--- src/hdl/skc_pkg.sv ---
`default_nettype none

package skc_pkg;

  localparam int CAPACITY_DEF = 1024;
  localparam int KEY_BITS_DEF = 64;

  localparam int IN_KEY_W = 64;
  localparam int POS_W    = 11;
  localparam int CNT_W    = 32;

  localparam logic OP_INSERT = 1'b0;
  localparam logic OP_SEARCH = 1'b1;

  localparam logic ST_OK   = 1'b0;
  localparam logic ST_FULL = 1'b1;

  typedef struct packed {
    logic                op;
    logic [IN_KEY_W-1:0] key;
  } skc_in_t;

  typedef struct packed {
    logic             found;
    logic [POS_W-1:0] position;
    logic [CNT_W-1:0] frequency;
    logic             status;
  } skc_out_t;

  // controller -> datapath
  typedef struct packed {
    logic load;        // capture item, open search window
    logic probe_rd;    // read midpoint
    logic probe_cmp;   // narrow window on midpoint key
    logic check_rd;    // read lower bound entry
    logic finish;      // hit or no-change miss: update count, emit result
    logic shift_init;  // start moving entries up
    logic shift_step;  // one entry moved per cycle
    logic insert_new;  // write new key, emit result
  } skc_cmd_t;

  // datapath -> controller
  typedef struct packed {
    logic search_more;
    logic hit;
    logic full;
    logic is_insert;
    logic shift_done;
  } skc_sts_t;

endpackage

`default_nettype wire

--- src/hdl/skc_ctrl.sv ---
`default_nettype none

module skc_ctrl (
  input  wire              clk,
  input  wire              rst_n,
  input  wire              start,
  output logic             busy,
  input  skc_pkg::skc_sts_t sts,
  output skc_pkg::skc_cmd_t cmd
);

  typedef enum logic [2:0] {
    S_IDLE,
    S_PROBE,
    S_PROBE_CMP,
    S_CHECK,
    S_SHIFT,
    S_WRITE_NEW
  } state_t;

  state_t state_r;
  state_t state_nxt;

  always_comb begin
    cmd       = '0;
    state_nxt = state_r;
    unique case (state_r)
      S_IDLE: begin
        if (start) begin
          cmd.load  = 1'b1;
          state_nxt = S_PROBE;
        end
      end
      S_PROBE: begin
        if (sts.search_more) begin
          cmd.probe_rd = 1'b1;
          state_nxt    = S_PROBE_CMP;
        end else begin
          cmd.check_rd = 1'b1;
          state_nxt    = S_CHECK;
        end
      end
      S_PROBE_CMP: begin
        cmd.probe_cmp = 1'b1;
        state_nxt     = S_PROBE;
      end
      S_CHECK: begin
        if (sts.hit || !sts.is_insert || sts.full) begin
          cmd.finish = 1'b1;
          state_nxt  = S_IDLE;
        end else begin
          cmd.shift_init = 1'b1;
          state_nxt      = S_SHIFT;
        end
      end
      S_SHIFT: begin
        cmd.shift_step = 1'b1;
        if (sts.shift_done) begin
          state_nxt = S_WRITE_NEW;
        end
      end
      S_WRITE_NEW: begin
        cmd.insert_new = 1'b1;
        state_nxt      = S_IDLE;
      end
      default: begin
        state_nxt = S_IDLE;
      end
    endcase
  end

  always_ff @(posedge clk) begin
    if (!rst_n) begin
      state_r <= S_IDLE;
    end else begin
      state_r <= state_nxt;
    end
  end

  assign busy = (state_r != S_IDLE);

endmodule

`default_nettype wire

--- config.mk ---
export PLATFORM = sky130hd
export DESIGN_NAME = skc_ctrl
export DESIGN_NICKNAME = d
export VERILOG_FILES = /design/src/hdl/skc_pkg.sv /design/src/hdl/skc_ctrl.sv
export SDC_FILE = /design/constraint.sdc
export NUM_CORES = 1
export LEC_CHECK = 0
export BUFFER_PORTS_ARGS = -buffer_cell sky130_fd_sc_hd__buf_2
export CORE_AREA = 2 2 39 41
export DETAILED_ROUTE_END_ITERATION = 7
export DIE_AREA = 0 0 41 43
export GPL_ROUTABILITY_DRIVEN = 0
export SKIP_CTS_REPAIR_TIMING = 1
export SYNTH_ARGS = -nofsm -noshare
export SYNTH_HDL_FRONTEND = slang
export SYNTH_SLANG_ARGS = --single-unit
--- constraint.sdc ---
create_clock -name clk -period 1.06 [get_ports clk]
set_clock_uncertainty 0.05 [all_clocks]
set_input_delay 0.159 -clock clk [delete_from_list [all_inputs] [get_ports clk]]
set_output_delay 0.159 -clock clk [all_outputs]
set_load 0.02 [all_outputs]
==> flow_metrics.py <==
metrics = {
    "outcome": {
        "status": "finished with violations",
        "violations": "negative setup slack",
    },
    "sta": {
        "slew_viol_final": 0,
        "finalSetupViolations": 11,
        "setup_ws_ns": -0.378,
        "hold_viol": 0,
        "fin_tns_setup_ns": -2.53,
        "worst_slew_pin_slew_ns": 0.224,
        "fin_crit_ns": 1.44,
        "relSlewSlack_pct": 85.0,
        "rsz0062_at_grt": "true",
        "fmax_ghz": 0.695,
        "timing.final.crit_share_pct": 136,
    },
    "grt": {
        "grt_pass1_wl_um": 772,
        "grt_antenna_before_repair": 0,
        "track_usage_pct": 7.02,
        "grt_max_degree": 6,
        "grt_pass1_vias": 195,
        "globalRouteOverflowTotal": 0,
    },
    "drt": {
        "vias_per_cell": 4.14,
        "drc_errors": 0,
        "wirelength_um": 603,
        "drt_iter0_drc": 2,
        "wl_per_cell_um": 9.28,
        "detail-route-antenna-nets": 0,
        "vias": 269,
        "drt-pass1-iter-count": 2,
    },
    "floorplanning": {
        "die_h_um": 43,
        "num_rows": 14,
        "start_util_pct": 14.4,
        "dieArea_mm2": 0.00176,
        "dieWidth_um": 41,
        "ios": 17,
        "core_area_mm2": 0.00138,
    },
    "cts": {
        "clk_pin_slew_worst_paths_ns": 0.03,
        "clockBufferDepth": 2,
        "insertion_delay_ns": 0.23,
        "cts_tree": "yes",
        "clock-root-buffer": "clkbuf_4",
        "cts-htree-levels": 1,
        "numCtsBuffers": 3,
        "cts.sinks": 3,
    },
    "setup_path": {
        "crit_chain": "nand3b_1 > nor4b_4 > buf_4",
        "slowest_stage": "dfxtp_2",
        "critPathMaxFanout": 5,
        "crit_cells": 3,
        "critical-path-top-delay-family": "simple AND/OR/NAND/NOR gates",
        "path_buf_inv": 1,
        "reg2reg_depth": 4,
        "worstSetupPathType": "reg -> out",
        "crit_arrival_ns": 1.23,
        "required_ns": 0.85,
        "crit_path_end_kind": "primary output",
        "r2r_start": "state_r[2]",
        "max_stage_delay_ns": 0.33,
        "critPathLaunchType": "flop",
        "crit_start": "state_r[2]",
    },
    "yosys": {
        "syn_nets": 30,
        "ys_warn_count": 0,
        "syn_area_um2": 199,
        "synth.avg_cell_area_um2": 9.04,
        "yosysSeqAreaShare_pct": 30.2,
        "synth_cell_types": 15,
        "ys_ff_latch": 3,
        "synthCells": 22,
    },
    "cells_and_area": {
        "fillCellCount": 148,
        "largest_reg_flops": 3,
        "final_common_cell": "buf_4",
        "n_antenna_cell": 0,
        "syn_to_final_growth_pct": 138,
        "largest-register": "state_r",
        "fin_nets": 58,
        "drive_above_1_share_pct": 77.6,
        "instances_no_fill": 65,
        "final_cell_mix": "buf_4 (9), buf_2 (8), buf_6 (6)",
        "largestRegisters": "state_r (3)",
    },
    "hold_path": {
        "hp-class": "in -> reg",
        "min-delay-start": "rst_n",
        "hold_depth": 2,
    },
    "job": {
        "maxCapViolations": 0,
    },
    "placed_design": {
        "portBuffers": 16,
        "placed_cells": 61,
        "hpwl_um": 467,
    },
    "power_and_ir_drop": {
        "ir_drop_mv": 0.397,
        "p_leak_nw": 0.229,
        "power.density_mw_per_mm2": 1020,
    },
}
-- synthesized netlist by cell type, drive strengths merged --
library cell,instances,area (um2)
a21oi,1,5.00
nor2b,1,6.26
nand2b,1,6.26
dfxtp,3,60.1
nor3b,4,30.0
nor3,1,5.00
o221a,1,11.3
nor2,2,7.51
and2,2,12.5
nand3b,1,7.51
o21a,1,7.51
or3,1,11.3
and3b,1,10.0
nor4b,1,15.0
inv,1,3.75
-- routing by layer --
layer	global-route usage, %	share of wire (%)	up-vias
li1	-	-	134
met1	7.37	36	129
met2	9.06	59	6
met3	4.71	4.8	0
met4	6.00	0	0
met5	0	0	-
-- final timing paths --
path                              endpoint  slack [ns]
worst max-delay path                cmd[2]       -0.38
worst min-delay path            state_r[2]        0.13
worst max register to register  state_r[2]       -0.11
worst min register to register  state_r[0]        0.65
-- worst register-to-register path: cells and delay by family, from the launching register on --
kind                   cells  cell delay [ns]
AND/OR/NAND/NOR            2             0.48
flip-flops                 1             0.33
buffers and inverters      1             0.15
AO/OA/AOI/OAI              1             0.10
-- where the power goes --
part | total, mW | switching [mW] | internal, mW
combinational | 0.160 | 0.0724 | 0.0878
clock | 0.195 | 0.0547 | 0.141
sequential | 0.128 | 0.00784 | 0.121
-- per-stage QoR --
| stage | hold WS, ns | util [%] | power [mW] | instance area [um2] | worst slack, ns |
|---|---|---|---|---|---|
| 2_1_floorplan | 0.227 | - | 0.204 | 233 | -0.123 |
| 3_3_place_gp | 0.356 | 27.8 | 0.263 | 385 | -0.108 |
| 3_5_place_dp | 0.366 | 27.8 | 0.265 | 385 | -0.151 |
| 4_1_cts | 0.126 | 29.7 | 0.468 | 412 | -0.401 |
| 5_1_grt | 0.129 | 34.3 | 0.514 | 474 | -0.410 |
| 6_report | 0.127 | 34.3 | 0.484 | 474 | -0.378 |
-- logic make-up (layout without fill, tap and decap cells) --
logic type / after synthesis / in the layout / share of synthesized area, %
and+or+nand+nor: 15 / 15 / 56.0
AOI/OAI and AO/OA: 3 / 3 / 11.9
DFF: 3 / 3 / 30.2
buffers and inverters: 1 / 28 / 1.88
-- cell type report --
cell class                      instances  area [um2]  area share [%]
Multi-Input combinational cell         18         183            38.5
Timing Repair Buffer                   23         175            36.9
Sequential cell                         3        66.3            14.0
Clock buffer                            4        26.3            5.54
Tap cell                               16        20.0            4.22
Inverter                                1        3.75           0.792
Note: power is estimated with default switching activity, not from simulation.
